--- config.mk ---
export PLATFORM = sky130hd
export DESIGN_NAME = yuv420_block_to_rgb565_top
export DESIGN_NICKNAME = d
export VERILOG_FILES = /design/src/rtl/yuv2rgb_pkg.sv /design/src/rtl/yuv420_block_to_rgb565_top.sv
export VERILOG_INCLUDE_DIRS = /design/src /design/src/rtl
export SDC_FILE = /design/constraint.sdc
export NUM_CORES = 1
export LEC_CHECK = 0
export ABC_AREA = 1
export BUFFER_PORTS_ARGS = -buffer_cell sky130_fd_sc_hd__buf_2
export CAP_MARGIN = 40
export CELL_PAD_IN_SITES_DETAIL_PLACEMENT = 1
export CELL_PAD_IN_SITES_GLOBAL_PLACEMENT = 2
export CORE_UTILIZATION = 24
export DETAILED_ROUTE_END_ITERATION = 6
export PLACE_DENSITY = 0.57
export SETUP_SLACK_MARGIN = 0.2
export SYNTH_ARGS = -nofsm -noshare
export SYNTH_HDL_FRONTEND = slang
export SYNTH_SLANG_ARGS = --single-unit
--- constraint.sdc ---
create_clock -name clk -period 4.9 [get_ports clk]
set_input_delay 0.245 -clock clk [delete_from_list [all_inputs] [get_ports clk]]
set_output_delay 0.245 -clock clk [all_outputs]
set_load 0.05 [all_outputs]
--- src/rtl/yuv420_block_to_rgb565_top_macros.svh ---
// Assertion macros for the YUV 4:2:0 to RGB565 converter.
// Needs a clock named clk and an active-low reset named arst_n in the using module.
`ifndef YUV420_BLOCK_TO_RGB565_TOP_MACROS_SVH
`define YUV420_BLOCK_TO_RGB565_TOP_MACROS_SVH

// The consequent must hold in the same cycle as the antecedent.
`define YBR_ASSERT_SAME(lbl, ante, cons) \
	lbl: assert property (@(posedge clk) disable iff (!arst_n) (ante) |-> (cons)) \
		else $error("yuv420_block_to_rgb565: same-cycle check failed");

// The consequent must hold in the cycle after the antecedent.
`define YBR_ASSERT_NEXT(lbl, ante, cons) \
	lbl: assert property (@(posedge clk) disable iff (!arst_n) (ante) |=> (cons)) \
		else $error("yuv420_block_to_rgb565: next-cycle check failed");

`endif

--- src/rtl/yuv2rgb_pkg.sv ---
// Types, constant chroma tables and pixel helpers for the YUV 4:2:0 to RGB565 converter.
// Depends on nothing; used by yuv420_block_to_rgb565_top.
`timescale 1ns / 1ps
`default_nettype none

package yuv2rgb_pkg;

	localparam int SAMPLE_W = 8;
	localparam int PAIR_W   = 32;
	localparam int TERM_W   = 9;   // Chroma terms span -226..225.
	localparam int SUM_W    = 10;  // Luma plus a term spans -226..480.
	localparam int NUM_PIX  = 4;
	localparam int TBL_N    = 256;

	typedef logic [SAMPLE_W-1:0]      sample_t;
	typedef logic [PAIR_W-1:0]        pair_t;
	typedef logic signed [TERM_W-1:0] term_t;
	typedef logic signed [SUM_W-1:0]  sum_t;
	typedef term_t                    term_tbl_t [TBL_N];

	// Each table is indexed by the raw chroma sample; the centred value is index minus 128.
	// Integer division truncates toward zero, as the conversion requires.
	function automatic term_tbl_t build_ub();
		term_tbl_t t;
		int        c;
		for (int i = 0; i < TBL_N; i++) begin
			c    = i - 128;
			t[i] = TERM_W'((1772 * c) / 1000);
		end
		return t;
	endfunction

	function automatic term_tbl_t build_ug();
		term_tbl_t t;
		int        c;
		for (int i = 0; i < TBL_N; i++) begin
			c    = i - 128;
			t[i] = TERM_W'((34414 * c) / 100000);
		end
		return t;
	endfunction

	function automatic term_tbl_t build_vg();
		term_tbl_t t;
		int        c;
		for (int i = 0; i < TBL_N; i++) begin
			c    = i - 128;
			t[i] = TERM_W'((71414 * c) / 100000);
		end
		return t;
	endfunction

	function automatic term_tbl_t build_vr();
		term_tbl_t t;
		int        c;
		for (int i = 0; i < TBL_N; i++) begin
			c    = i - 128;
			t[i] = TERM_W'((1402 * c) / 1000);
		end
		return t;
	endfunction

	localparam term_tbl_t UB_TBL = build_ub();
	localparam term_tbl_t UG_TBL = build_ug();
	localparam term_tbl_t VG_TBL = build_vg();
	localparam term_tbl_t VR_TBL = build_vr();

	function automatic sample_t clamp_u8(input sum_t x);
		sample_t r;
		if (x < 0) begin
			r = '0;
		end else if (x > sum_t'(255)) begin
			r = '1;
		end else begin
			r = x[SAMPLE_W-1:0];
		end
		return r;
	endfunction

	function automatic logic [15:0] pack565(input sum_t r, input sum_t g, input sum_t b);
		sample_t rc;
		sample_t gc;
		sample_t bc;
		rc = clamp_u8(r);
		gc = clamp_u8(g);
		bc = clamp_u8(b);
		return {rc[7:3], gc[7:2], bc[7:3]};
	endfunction

	// Widens a luma sample to the signed sum width.
	function automatic sum_t luma_ext(input sample_t y);
		return sum_t'({2'b00, y});
	endfunction

	// Sign-extends a chroma term to the signed sum width.
	function automatic sum_t term_ext(input term_t t);
		return sum_t'({t[TERM_W-1], t});
	endfunction

endpackage

`default_nettype wire

--- src/rtl/yuv420_block_to_rgb565_top.sv ---
// Converts one 2x2 YUV 4:2:0 block per transaction into two RGB565 row words. A new block can be
// accepted every cycle unless a stalled output has filled every stage: the three register stages
// (chroma table lookup, per-pixel sums, clamp and pack) each hold one block. A stalled output
// stalls only the stages that are full, so bubbles are squeezed out while the consumer waits.
// Depends on yuv2rgb_pkg and the macros header.
`timescale 1ns / 1ps
`default_nettype none
`include "yuv420_block_to_rgb565_top_macros.svh"

module yuv420_block_to_rgb565_top (
	input  wire logic                 clk,
	input  wire logic                 arst_n,
	input  wire logic                 item_valid,
	output logic                      item_ready,
	input  wire yuv2rgb_pkg::sample_t luma_top_left,
	input  wire yuv2rgb_pkg::sample_t luma_top_right,
	input  wire yuv2rgb_pkg::sample_t luma_bottom_left,
	input  wire yuv2rgb_pkg::sample_t luma_bottom_right,
	input  wire yuv2rgb_pkg::sample_t chroma_blue,
	input  wire yuv2rgb_pkg::sample_t chroma_red,
	output logic                      result_valid,
	input  wire logic                 result_ready,
	output yuv2rgb_pkg::pair_t        upper_pair,
	output yuv2rgb_pkg::pair_t        lower_pair
);
	import yuv2rgb_pkg::*;

	// Pixel order inside a block: top left, top right, bottom left, bottom right.
	logic    vld_s1, vld_s2, vld_s3;
	logic    adv_s1, adv_s2, adv_s3;

	sample_t luma_s1 [NUM_PIX];
	term_t   ub_s1, gsub_s1, vr_s1;

	sum_t    red_s2 [NUM_PIX];
	sum_t    grn_s2 [NUM_PIX];
	sum_t    blu_s2 [NUM_PIX];

	pair_t   upper_s3, lower_s3;

	// A stage may load when it is empty or when its contents move on this cycle.
	assign adv_s3     = !vld_s3 || result_ready;
	assign adv_s2     = !vld_s2 || adv_s3;
	assign adv_s1     = !vld_s1 || adv_s2;
	assign item_ready = adv_s1;

	always_ff @(posedge clk or negedge arst_n) begin
		if (!arst_n) begin
			vld_s1 <= 1'b0;
			vld_s2 <= 1'b0;
			vld_s3 <= 1'b0;
		end else begin
			if (adv_s1) vld_s1 <= item_valid;
			if (adv_s2) vld_s2 <= vld_s1;
			if (adv_s3) vld_s3 <= vld_s2;
		end
	end

	// Stage 1: chroma terms from the constant tables; the two green terms are merged here.
	always_ff @(posedge clk) begin
		if (adv_s1 && item_valid) begin
			luma_s1[0] <= luma_top_left;
			luma_s1[1] <= luma_top_right;
			luma_s1[2] <= luma_bottom_left;
			luma_s1[3] <= luma_bottom_right;
			ub_s1      <= UB_TBL[chroma_blue];
			gsub_s1    <= UG_TBL[chroma_blue] + VG_TBL[chroma_red];
			vr_s1      <= VR_TBL[chroma_red];
		end
	end

	// Stage 2: unclamped color sums for each pixel.
	always_ff @(posedge clk) begin
		if (adv_s2 && vld_s1) begin
			for (int p = 0; p < NUM_PIX; p++) begin
				red_s2[p] <= luma_ext(luma_s1[p]) + term_ext(vr_s1);
				grn_s2[p] <= luma_ext(luma_s1[p]) - term_ext(gsub_s1);
				blu_s2[p] <= luma_ext(luma_s1[p]) + term_ext(ub_s1);
			end
		end
	end

	// Stage 3: clamp, pack and form the row words (left pixel in the low half).
	always_ff @(posedge clk) begin
		if (adv_s3 && vld_s2) begin
			upper_s3 <= {pack565(red_s2[1], grn_s2[1], blu_s2[1]),
			             pack565(red_s2[0], grn_s2[0], blu_s2[0])};
			lower_s3 <= {pack565(red_s2[3], grn_s2[3], blu_s2[3]),
			             pack565(red_s2[2], grn_s2[2], blu_s2[2])};
		end
	end

	assign result_valid = vld_s3;
	assign upper_pair   = upper_s3;
	assign lower_pair   = lower_s3;

	// Back-pressure only reaches the input when every stage is occupied.
	`YBR_ASSERT_SAME(a_ready_only_when_full, !item_ready, vld_s1 && vld_s2 && vld_s3)
	// An accepted transaction always lands in the first stage.
	`YBR_ASSERT_NEXT(a_accept_fills_s1, item_valid && item_ready, vld_s1)
	// A stage 2 block that cannot move keeps its sums.
	`YBR_ASSERT_NEXT(a_s2_holds_on_stall, vld_s2 && vld_s3 && !result_ready,
		vld_s2 && $stable(red_s2[0]) && $stable(grn_s2[3]) && $stable(blu_s2[1]))
	// A taken result with nothing behind it leaves the output empty.
	`YBR_ASSERT_NEXT(a_drain_empties, result_valid && result_ready && !vld_s2, !result_valid)

endmodule

`default_nettype wire

== Word level (Yosys, flattened, before mapping) ==
Memory sizes are Yosys's and may differ from the RTL's. A register that Yosys moved wholly into a read port is not among the register bits.
Cells that the tools add are included.
Storage, ports and cells
  memory bits (writable): 152
  memories kept: 8
  register bits after elaboration: 76
  memory bits (read-only): 9216
  bits of input ports: 52
Operators by class
  muxes and demuxes: 20
  $lt $le $gt $ge: 26
  reduce and logical (&&, ||, !) cells: 9
  add/subtract/negate cells: 13
  bitwise operators: 2
Memories
  (no name shown): depth 256, bits a word 9, rd ports 1, clocked after memory_dff 1, wr ports 0, line yuv420_block_to_rgb565_top.sv:68  | vr_s1 <= VR_TBL[chroma_red];
  (no name shown): depth 256, bits a word 9, rd ports 1, clocked after memory_dff 0, wr ports 0, line yuv420_block_to_rgb565_top.sv:67  | gsub_s1 <= UG_TBL[chroma_blue] + VG_TBL[chroma_red];
  (no name shown): depth 256, bits a word 9, rd ports 1, clocked after memory_dff 0, wr ports 0, line yuv420_block_to_rgb565_top.sv:67
  (no name shown): depth 256, bits a word 9, rd ports 1, clocked after memory_dff 1, wr ports 0, line yuv420_block_to_rgb565_top.sv:66  | ub_s1 <= UB_TBL[chroma_blue];
  blu_s2: depth 4, bits a word 10, rd ports 4, clocked after memory_dff 0, wr ports 4, line yuv420_block_to_rgb565_top.sv:37  | sum_t blu_s2 [NUM_PIX];
  grn_s2: depth 4, bits a word 10, rd ports 4, clocked after memory_dff 0, wr ports 4, line yuv420_block_to_rgb565_top.sv:36  | sum_t grn_s2 [NUM_PIX];
  +2 memories
Operator list (count)
  10-bit by 9-bit greater-than comparator with 1-bit output (second input constant): 12
  10-bit by 1-bit < comparator with 1-bit output (second input constant): 12
  8-bit 2-to-1 mux: 12
  9-bit by 9-bit adder with 10-bit output: 8
  9-bit by 9-bit subtractor with 10-bit output: 4
  9-bit 2-to-1 mux: 4
  9-bit greater-or-equal comparator (second input constant): 2
  8-bit inverter with 9-bit output: 2
  9-bit adder: 1
  1-bit 2-to-1 mux: 4
  1-bit logical AND: 3
  1-bit zero test: 3
  1-bit logical OR: 3

== Logic depth before layout (Yosys ltp) ==
Gate-level depths: netlist of run 1.
  word-level depth: 7
  depth in mapped cells: 23
  depth with buffers taken out: 23

== Worst setup path before layout of run 1 ==
No wires, ideal clock.
  path kind: flip-flop to flip-flop
  from: reg vld_s3 (netlist: result_valid)
  to: reg lower_s3[0] (netlist: lower_pair[0]), enable pin
  cell stages (with the launch flop): 2
  setup time: 507 ps
  arrival time: 3781 ps
  buffers on the path: 0
  slack: 612 ps
  required time: 4393 ps
  cells stage by stage: dfrtp_1 -> a21oi_1
On the way
  word-level cells in the longest chain between the ends: 3
Ends and longest elaborated chain
  start: declaration: line yuv420_block_to_rgb565_top.sv:29  | logic vld_s1, vld_s2, vld_s3;
  start signal: assignment: line yuv420_block_to_rgb565_top.sv:55  | if (adv_s3) vld_s3 <= vld_s2;
  1-bit zero test: line yuv420_block_to_rgb565_top.sv:42  | assign adv_s3 = !vld_s3 || result_ready;
  1-bit logical OR: line yuv420_block_to_rgb565_top.sv:42
  1-bit logical AND: line yuv420_block_to_rgb565_top.sv:85  | if (adv_s3 && vld_s2) begin
  end signal: assignment: line yuv420_block_to_rgb565_top.sv:88  | lower_s3 <= {pack565(red_s2[3], grn_s2[3], blu_s2[3]),
  end: declaration: line yuv420_block_to_rgb565_top.sv:39  | pair_t upper_s3, lower_s3;
Every way passes these cells.
A chain may end at the register's enable or synchronous reset.

== Worst setup path in the final report of run 1 ==
  from: in chroma_blue[3]
  to: reg gsub_s1[8] (data pin)
On the way
  word-level cells in the longest chain between the ends: 5
Ends and longest elaborated chain
  start: declaration: line yuv420_block_to_rgb565_top.sv:19  | input wire yuv2rgb_pkg::sample_t chroma_blue,
  8-bit inverter with 9-bit output (not written as such): line yuv420_block_to_rgb565_top.sv:67
  memory 256 x 9 bit
  9-bit 2-to-1 mux (not written as such) (2 in a row): line yuv420_block_to_rgb565_top.sv:67
  9-bit adder: line yuv420_block_to_rgb565_top.sv:67
  end signal: assignment: line yuv420_block_to_rgb565_top.sv:67
  end: declaration: line yuv420_block_to_rgb565_top.sv:33  | term_t ub_s1, gsub_s1, vr_s1;
Every way passes these cells. The select of a mux whose other input is x is not followed.

==> impl_metrics.json, run 1 <==
{
  "status": "finished with violations",
  "violations": "design-rule violations",
  "io_buffers": 117,
  "total_power_mw": 7.21,
  "syn_to_final_growth_pct": 16.0,
  "grt_pass1_vias": 15300,
  "fin_worst_skew_ps": 12.6,
  "yosysSeqAreaShare_pct": 39.9,
  "synth_cell_types": 37,
  "worst_pin_slew_ps": 842,
  "setup_violations": 0,
  "r2r-start": "vr_s1[1]$_DFFE_PP_",
  "viasPerCell": 4.81,
  "p_switching_mw": 2.88,
  "worstPathMaxFanout": 28,
  "layout_min_cycle_time_ps": 3220,
  "place_ws_ps": 1180,
  "critPathKind": "in -> reg",
  "final_common_cell": "nand2_1",
  "drcViolationCount": 22,
  "grt_max_degree": 65,
  "wl_per_cell_um": 19.3,
  "max_freq_mhz": 310,
  "core_area_um2": 66000,
  "initial_core_util_pct": 24.3,
  "dieWidth_um": 261,
  "groute.usage.overall_pct": 17.5,
  "floorplan.rows": 94,
  "fill_cells": 7973,
  "first_pass_iters": 7,
  "root_buffer": "clkbuf_16",
  "ys_ff_latch": 214,
  "critPathLaunchType": "input pin",
  "syn_area_um2": 16100,
  "synth_edf_count": 211,
  "drive_above_1_share_pct": 8.75,
  "synthTopCellsByArea": "edfxtp_1, nand2_1, ha_1, nand3_1, nor2_1",
  "globalplace.congestion": 0.825,
  "dpl.hpwl_um": 46600,
  "timing.rr.end": "red_s2[0][6]$_DFFE_PP_",
  "syn_avg_cell_area_um2": 7.77,
  "design_area_um2": 18600,
  "yosysTopAreaCell": "edfxtp_1",
  "ys.flop_type": "edfxtp_1",
  "finalMaxSlewViolations": 0,
  "power_density_nw_per_um2": 387,
  "worstPathRequired_ps": 5260,
  "synth_nets": 2256,
  "worst_setup_path_end_kind": "flop",
  "cap_violations": 0,
  "swShare_pct": 39.9,
  "startpoint": "chroma_blue[3]",
  "die_h_um": 261,
  "synth_top_area_share_pct": 39.5,
  "fin_crit_sh_pct": 65.7,
  "cts.sinks": 214,
  "grt.overflow.total": 0,
  "p_leak_nw": 8.47,
  "rsz0062_at_grt": "no",
  "drtIter0Drc": 1011,
  "h-tree-depth": 1,
  "cts_buffers": 23,
  "tns_ps": 0,
  "r2r_cells": 6,
  "cts_tree": "built",
  "antenna_left": 0,
  "num_vias": 14800,
  "synth_cells": 2066,
  "seq_power_share_pct": 40.9,
  "hold_viol": 0,
  "p_int_mw": 4.34,
  "maxSlewHeadroom_pct": 43.8,
  "boundaryPins": 118,
  "async_reset_ff_share_pct": 1.40,
  "clkPwrFrac_pct": 21.5,
  "grt_pass1_wl_um": 91700,
  "place_area_um2": 17600,
  "vdd.ir_drop.worst_v": 0.000143,
  "antenna_found_initial": 0,
  "insertion_delay_ps": 520,
  "power_frac_comb_pct": 37.6,
  "yosysWarnings": 0,
  "final.setup.worst_slack_ps": 1680,
  "insertedDiodeCount": 0,
  "wirelength_um": 59600,
  "hp-class": "in -> async",
  "arrival_ps": 3590,
  "final_nets": 2394,
  "clkSlewWorstSetupHoldPaths_ps": 60,
  "cts_buffer_depth": 3,
  "final_cell_mix": "nand2_1, nand3_1, nor2_1",
  "r2r_setup_slack_ps": 2340,
  "floorplan.die_area_um2": 67900
}
what timing repair did:
item	in CTS	in global routing
hold buffers	34	0
buffers inserted	0	0
resized for setup	0	0
endpoints found under the hold margin	36	0
endpoints found under the setup margin	0	0
cell usage after synthesis, types with 13 or more instances:
cell type	count
nand3_1	264
o21ai_0	95
edfxtp_1	211
ha_1	125
a21oi_1	131
xor2_1	68
clkbuf_1	23
buf_2	33
nand2_1	573
fa_1	13
nor2_1	227
xnor2_1	13
inv_1	170
o211ai_1	15
nand4_1	30
final cells by class:
type / instances / area, µm² / area share (%)
clock inverter: 12 / 68.8 / 0.369
inverter: 178 / 669 / 3.59
multi-input combinational: 1612 / 8700 / 46.7
tap: 864 / 1080 / 5.80
timing repair buffer: 175 / 1110 / 5.94
clock buffer: 26 / 587 / 3.15
sequential: 214 / 6410 / 34.4
sequential cells by signal, indices dropped and copies added (netlist names), 9 cells and up:
signal,cells
grn_s2,32
lower_pair,32
luma_s1,32
upper_pair,32
blu_s2,28
red_s2,28
gsub_s1,9
ub_s1,9
vr_s1,9
layer usage:
metal  track usage [%]  routed length, µm  vias to the layer above
met5                 0                  0                        -
met4              4.55               1260                        0
met3              1.31               2200                       76
met2              30.3              28800                      312
met1              23.3              27300                     7181
li1                  -                  -                     7240
worst max path at each step:
| stage | endpoint | slack (ps) | cells past startpoint |
|---|---|---|---|
| after floorplan | lower_pair[0]$_SDFFCE_PP0P_ | 610 | 1 |
| after global placement | gsub_s1[8]$_DFFE_PP_ | 1210 | 20 |
| after detailed placement | gsub_s1[8]$_DFFE_PP_ | 1180 | 20 |
| after CTS | gsub_s1[8]$_DFFE_PP_ | 1750 | 20 |
| after global routing | gsub_s1[8]$_DFFE_PP_ | 1380 | 21 |
| final | gsub_s1[8]$_DFFE_PP_ | 1680 | 21 |
cells by family after synthesis:
kind of cell | Yosys count | synth area share, %
compound gates | 283 | 9.61
buf+inv | 240 | 5.94
xor+xnor | 81 | 4.42
simple gates | 1110 | 28.7
flops | 214 | 39.9
fa+ha+maj | 138 | 11.4
worst max-delay path, stage by stage:
cell      delay (ps)
buf_2            520
nand2_1          320
inv_2            220
nand2_1          250
nand3_1          150
nand2_1           60
nand2_1           50
nand2_1           50
nand3_1          100
nand2_1           50
nand2_1           90
inv_1             40
ha_1             220
fa_1             420
nand3_1           90
nand2_1           80
a21boi_0         320
inv_1             80
nand2_1           70
nand3_1           60
o21ai_0           70
through the flow:
stage | instances | utilization (%) | hold WS [ps]
after floorplan | 2066 | - | -50.6
after global placement | 3008 | 26.7 | 44.9
after detailed placement | 3009 | 26.7 | 45.0
after CTS | 3081 | 28.2 | 5.71
after global routing | 3081 | 28.2 | 30.0
final | 3081 | 28.2 | 45.0
power by group through the flow:
stage / Clock [mW] / Combinational [mW] / Sequential [mW]
after floorplan: 0 / 1.47 / 3.42
after detailed placement: 0 / 2.71 / 3.01
after global placement: 0 / 2.70 / 3.00
after CTS: 1.63 / 2.75 / 2.97
after global routing: 1.67 / 3.02 / 3.02
final: 1.55 / 2.71 / 2.95
Power figures use the tool's default switching activity.
==> run 2: changes to the inputs <==
Settings changed: ABC_AREA 1 to 0, PLACE_DENSITY 0.57 to 0.54.
Clock period 4.9 ns to 3 ns, I/O delays scaled along.
==> run 2 against run 1 <==
Compared with the run above:
- the flow now finishes without violations
- via count increased by 0.84%
- highest routed layer unchanged
- core utilization rose by 3.6 points
- largest cell class unchanged
- first-iteration DRC count down 23%
- global-route usage up 0.42 points
- critical endpoint is now gsub_s1[6]$_DFFE_PP_
==> impl_metrics.json, run 2 <==
{
  "status": "complete, no violations",
  "worst_pin_slew_ps": 848,
  "clkSlewWorstSetupHoldPaths_ps": 60,
  "viasPerCell": 4.96,
  "syn_to_final_growth_pct": 30.8,
  "cap_violations": 0,
  "cts_buffers": 22,
  "synth_nets": 1945,
  "insertedDiodeCount": 0,
  "critPathLaunchType": "input pin",
  "io_buffers": 117,
  "final_common_cell": "buf_4",
  "core_area_um2": 67400,
  "root_buffer": "clkbuf_16",
  "antenna_found_initial": 0,
  "power_density_nw_per_um2": 523,
  "first_pass_iters": 5,
  "placedCellCount": 2926,
  "floorplan.die_area_um2": 69400,
  "synthTopCellsByArea": "edfxtp_1, ha_1, nor2_1, xnor2_1, o21ai_0",
  "hp-class": "in -> reg",
  "globalplace.congestion": 0.859,
  "worst_setup_path_end_kind": "flop",
  "max_freq_mhz": 349,
  "initial_core_util_pct": 24.3,
  "design_area_um2": 21400,
  "synthTopCellsByCount": "nor2_1, edfxtp_1, nand2_1",
  "wl_per_cell_um": 20.8,
  "synth_top_area_share_pct": 38.6,
  "crit_top_cell": "a21oi_2",
  "drive_above_1_share_pct": 26.2,
  "final_cell_mix": "buf_4, nor2_1, edfxtp_1",
  "worstPathMaxFanout": 4,
  "yosysMostFrequentCell": "nor2_1",
  "grt_pass1_wl_um": 96100,
  "vdd.ir_drop.worst_v": 0.000252,
  "layout_min_cycle_time_ps": 2860,
  "wirelength_um": 62800,
  "groute.usage.overall_pct": 17.9,
  "boundaryPins": 118,
  "path_cells": "buf_2, inv_2, buf_6, ha_4, nand2_2, o21ai_2, mux4_2, nand2b_4, o311ai_2, nand3_1, ha_2, fa_2, a21o_1, a21oi_2, o21bai_1, a21oi_2, buf_4, xnor2_1",
  "grt.overflow.total": 0,
  "synth_edf_count": 211,
  "cts.sinks": 214,
  "hold_viol": 0,
  "synth_cells": 1755,
  "fin_util_pct": 31.8,
  "yosysWarnings": 0,
  "async_reset_ff_share_pct": 1.40,
  "finalMaxSlewViolations": 0,
  "drtIter0Drc": 783,
  "die_h_um": 263,
  "maxSlewHeadroom_pct": 43.5,
  "fill_cells": 7740,
  "final_nets": 2316,
  "insertion_delay_ps": 520,
  "final.setup.worst_slack_ps": 139,
  "yosysTopAreaCell": "edfxtp_1",
  "fin_worst_skew_ps": 16.3,
  "hold_slack_ps": 175,
  "syn_avg_cell_area_um2": 9.34,
  "grt_pass1_vias": 15900,
  "cts_tree": "built",
  "yosysSeqAreaShare_pct": 39.1,
  "p_leak_nw": 8.57,
  "rsz0062_at_grt": "yes",
  "floorplan.rows": 95,
  "cts_buffer_depth": 3,
  "num_vias": 14900,
  "cp_slowest_cell": "mux4_2",
  "h-tree-depth": 1,
  "synth_cell_types": 83,
  "arrival_ps": 3120,
  "drcViolationCount": 0,
  "ys_ff_latch": 214,
  "ys.flop_type": "edfxtp_1",
  "place_area_um2": 20000,
  "antenna_left": 0,
  "worstPathRequired_ps": 3260,
  "dieWidth_um": 263,
  "instances_no_fill": 3013,
  "dpl.hpwl_um": 50900,
  "fin_crit_sh_pct": 95.4,
  "setup_violations": 0,
  "syn_area_um2": 16400,
  "critPathKind": "in -> reg",
  "slowest_delay_ps": 480,
  "grt_max_degree": 65,
  "place_ws_ps": -574
}
## run 2: changes by cell type after synthesis, moves of 29 or more
cell and change:
nor3_1 +60, nand2_1 -444, nor2_1 +61, nand2b_1 +29, inv_1 -108, nand3_1 -242
xnor2_1 +52, xor2_1 -54, nor2b_1 +42
## run 2: path summary, 6_finish.rpt
| path | cells past startpoint | end | slack, ps | from |
|---|---|---|---|---|
| hold reg to reg | 1 | vld_s2$_DFFE_PN0P_ | 510 | vld_s1$_DFFE_PN0N_ |
| setup / recovery | 18 | gsub_s1[6]$_DFFE_PP_ | 140 | chroma_red[0] |
| max in group asynchronous | 3 | result_valid$_DFFE_PN0P_ | 2320 | arst_n |
| min in group asynchronous | 3 | vld_s2$_DFFE_PN0P_ | 530 | arst_n |
| hold / removal | 3 | vr_s1[8]$_DFFE_PP_ | 170 | chroma_red[7] |
| setup reg to reg | 9 | grn_s2[1][6]$_DFFE_PP_ | 430 | luma_s1[1][0]$_DFFE_PP_ |
## run 2: cell type report
class | count | area (µm²) | share of cell area [%]
Timing Repair Buffer | 453 | 3380 | 15.8
Clock buffer | 27 | 591 | 2.75
Tap cell | 873 | 1090 | 5.09
Sequential cell | 214 | 6410 | 29.9
Inverter | 71 | 275 | 1.28
Multi-Input combinational cell | 1364 | 9610 | 44.8
Clock inverter | 11 | 83.8 | 0.391
## run 2: routing by layer
metal	global-route usage, %	part of all wire [%]
met5	0	0
met3	1.58	2.9
met2	30.9	48
met1	23.6	46
met4	5.74	3.0
## run 2: through the flow
step,TNS (ps),power [mW]
6_report,0,11.2
5_1_grt,0,11.9
4_1_cts,0,11.3
3_5_place_dp,-2490,8.60
3_3_place_gp,-2500,8.52
2_1_floorplan,-811,7.11
## run 2: critical path, delay by kind of cell
family                     cells  cell delay (ps)
adders and majority gates      3              820
and+or+nand+nor                3              460
AOI/OAI and AO/OA              6              740
buffers and inverters          4              430
muxes                          1              480
xor gates and xnor gates       1               50
## run 2: report_power, final
part	leakage (nW)	switching [mW]	total [mW]	internal [mW]
Sequential	2.08	0.310	4.36	4.05
Combinational	6.16	2.57	4.26	1.69
Clock	0.327	1.11	2.59	1.48
## run 2: repair_timing
item | in CTS | in global routing
setup buffers | 11 | 1
gates resized for setup | 36 | 40
cloned | 0 | 0
endpoints found under the hold margin | 38 | 0
hold buffers | 37 | 0
pin swaps | 16 | 22
endpoints found under the setup margin | 3 | 5
## run 2: logic make-up (layout without fill, tap and decap cells)
logic type / Yosys count / count (layout) / synth area share, %
XOR/XNOR: 79 / 79 / 4.22
flip-flops: 214 / 214 / 39.1
adder cells (fa/ha/maj): 138 / 138 / 11.1
buffers and inverters: 177 / 562 / 4.58
AND/OR/NAND/NOR: 632 / 632 / 17.3
multiplexers: 42 / 42 / 4.37
AO/OA/AOI/OAI: 473 / 473 / 19.3
==> run 3: changes to the inputs <==
Settings changed: ABC_AREA 0 to 1, PLACE_DENSITY 0.54 to 0.57.
==> run 3 against run 2 <==
Compared with the run above:
- the run now ends with design-rule violations left
- via count increased by 1.5%
- clock power grew 7.7%
- non-clock buffer count decreased by 135
- setup slack improved by 360 ps
- clock skew fell by 6.9 ps
- first-iteration DRC count grew 8.7%
- cell area fell by 7.5%
- total power up 9.4%
- sequential power grew 10%
- routed wire length down 2.2%
==> impl_metrics.json, run 3 (synthesis results as in run 1) <==
{
  "multi_input_area_um2": 8700,
  "placedCellCount": 3150,
  "max_freq_mhz": 400,
  "antenna_left": 0,
  "wl_per_cell_um": 19.0,
  "hp-class": "in -> reg",
  "worstPathMaxFanout": 3,
  "cap_violations": 0,
  "floorplan.die_area_um2": 67900,
  "worst_setup_path_end_kind": "flop",
  "layout_min_cycle_time_ps": 2500,
  "rsz0062_at_grt": "no",
  "worstPathRequired_ps": 3260,
  "status": "finished with violations",
  "num_vias": 15200,
  "postCtsSetupRepairBufs": 0,
  "timing.rr.end": "grn_s2[1][6]$_DFFE_PP_",
  "grt_pass1_wl_um": 94000,
  "fill_cells": 7915,
  "grt_max_degree": 71,
  "die_h_um": 261,
  "hold_depth": 3,
  "cts.sinks": 214,
  "final_common_cell": "nand2_1",
  "floorplan.rows": 94,
  "wirelength_um": 61400,
  "r2r_setup_slack_ps": 500,
  "initial_core_util_pct": 24.3,
  "power_density_nw_per_um2": 618,
  "finalMaxSlewViolations": 0,
  "vdd.ir_drop.worst_v": 0.000238,
  "area.sequential_um2": 6410,
  "critPathKind": "reg -> reg",
  "arrival_ps": 2760,
  "first_pass_iters": 7,
  "r2r_cells": 7,
  "critPathLaunchType": "flop",
  "worst_pin_slew_ps": 815,
  "dieWidth_um": 261,
  "drive_above_1_share_pct": 14.2,
  "boundaryPins": 118,
  "h-tree-depth": 1,
  "grt.overflow.total": 0,
  "viasPerCell": 4.70,
  "drtIter0Drc": 851,
  "p_leak_nw": 9.21,
  "instances_no_fill": 3227,
  "hold-path-endpoint": "vr_s1[0]$_DFFE_PP_",
  "cts_buffers": 23,
  "hold_viol": 0,
  "cts_tree": "built",
  "clkSlewWorstSetupHoldPaths_ps": 60,
  "syn_to_final_growth_pct": 23.6,
  "violations": "design-rule violations",
  "grt_pass1_vias": 15800,
  "globalplace.congestion": 0.875,
  "insertedDiodeCount": 0,
  "io_buffers": 117,
  "cts_buffer_depth": 3,
  "maxSlewHeadroom_pct": 45.7,
  "tns_ps": 0,
  "min_from": "chroma_red[6]",
  "groute.usage.overall_pct": 18.1,
  "fin_crit_sh_pct": 83.4,
  "antenna_found_initial": 1,
  "final_nets": 2537,
  "fin_worst_skew_ps": 9.48,
  "core_area_um2": 66000,
  "final_cell_mix": "nand2_1, nand3_1, nor2_1",
  "r2r-start": "luma_s1[1][0]$_DFFE_PP_",
  "insertion_delay_ps": 520,
  "dpl.hpwl_um": 50100,
  "drcViolationCount": 32,
  "setup_violations": 0,
  "root_buffer": "clkbuf_16"
}
[run 3: worst max-delay path by stage]
| stage | from | to | slack [ps] |
|---|---|---|---|
| 2_1_floorplan | result_valid$_DFFE_PN0P_ | lower_pair[0]$_SDFFCE_PP0P_ | 150 |
| 3_3_place_gp | chroma_red[1] | gsub_s1[6]$_DFFE_PP_ | -70 |
| 3_5_place_dp | chroma_red[1] | gsub_s1[6]$_DFFE_PP_ | -90 |
| 4_1_cts | chroma_red[1] | gsub_s1[6]$_DFFE_PP_ | 460 |
| 5_1_grt | chroma_red[1] | gsub_s1[6]$_DFFE_PP_ | 240 |
| 6_report | luma_s1[1][0]$_DFFE_PP_ | grn_s2[1][6]$_DFFE_PP_ | 500 |
[run 3: layout make-up]
class	instances	area share, %
Sequential cell	214	32.3
Tap cell	864	5.45
Inverter	178	3.40
Clock buffer	29	3.01
Clock inverter	12	0.687
Multi-Input combinational cell	1612	43.8
Timing Repair Buffer	318	11.3
[run 3: timing repair]
action                                 in CTS  in global routing
hold buffers                               36                  0
gates resized for setup                     0                  0
endpoints found under the hold margin      37                  0
[run 3: power by group]
part,internal (mW),switching (mW),leakage (nW)
clock,1.67,1.12,0.364
combinational,1.47,3.19,6.77
sequential,4.39,0.424,2.08
[run 3: metal layers]
layer,global-route usage [%],part of all wire [%],vias to the layer above
met2,32.6,50,243
met3,1.16,2.7,55
met1,23.3,46,7319
li1,-,-,7535
met4,4.11,1.8,0
met5,0,0,-
[run 3: through the flow]
step / util [%] / setup WS (ps) / hold slack (ps) / power [mW] / instance area [µm²]
floorplan: - / 148 / -146 / 7.98 / 16100
global placement: 28.4 / -68.3 / -50.2 / 9.49 / 18700
detailed placement: 28.4 / -86.1 / -47.0 / 9.57 / 18800
CTS: 30.1 / 463 / 71.0 / 12.5 / 19800
global route: 30.1 / 244 / 130 / 13.1 / 19800
finish: 30.1 / 498 / 85.8 / 12.3 / 19800
[run 3: worst max-delay path, stage by stage (launching register included)]
cell	delay (ps)
edfxtp_1	550
inv_1	80
ha_1	220
fa_1	460
o21ai_0	490
a21oi_1	110
o21ai_0	220
xor2_1	100
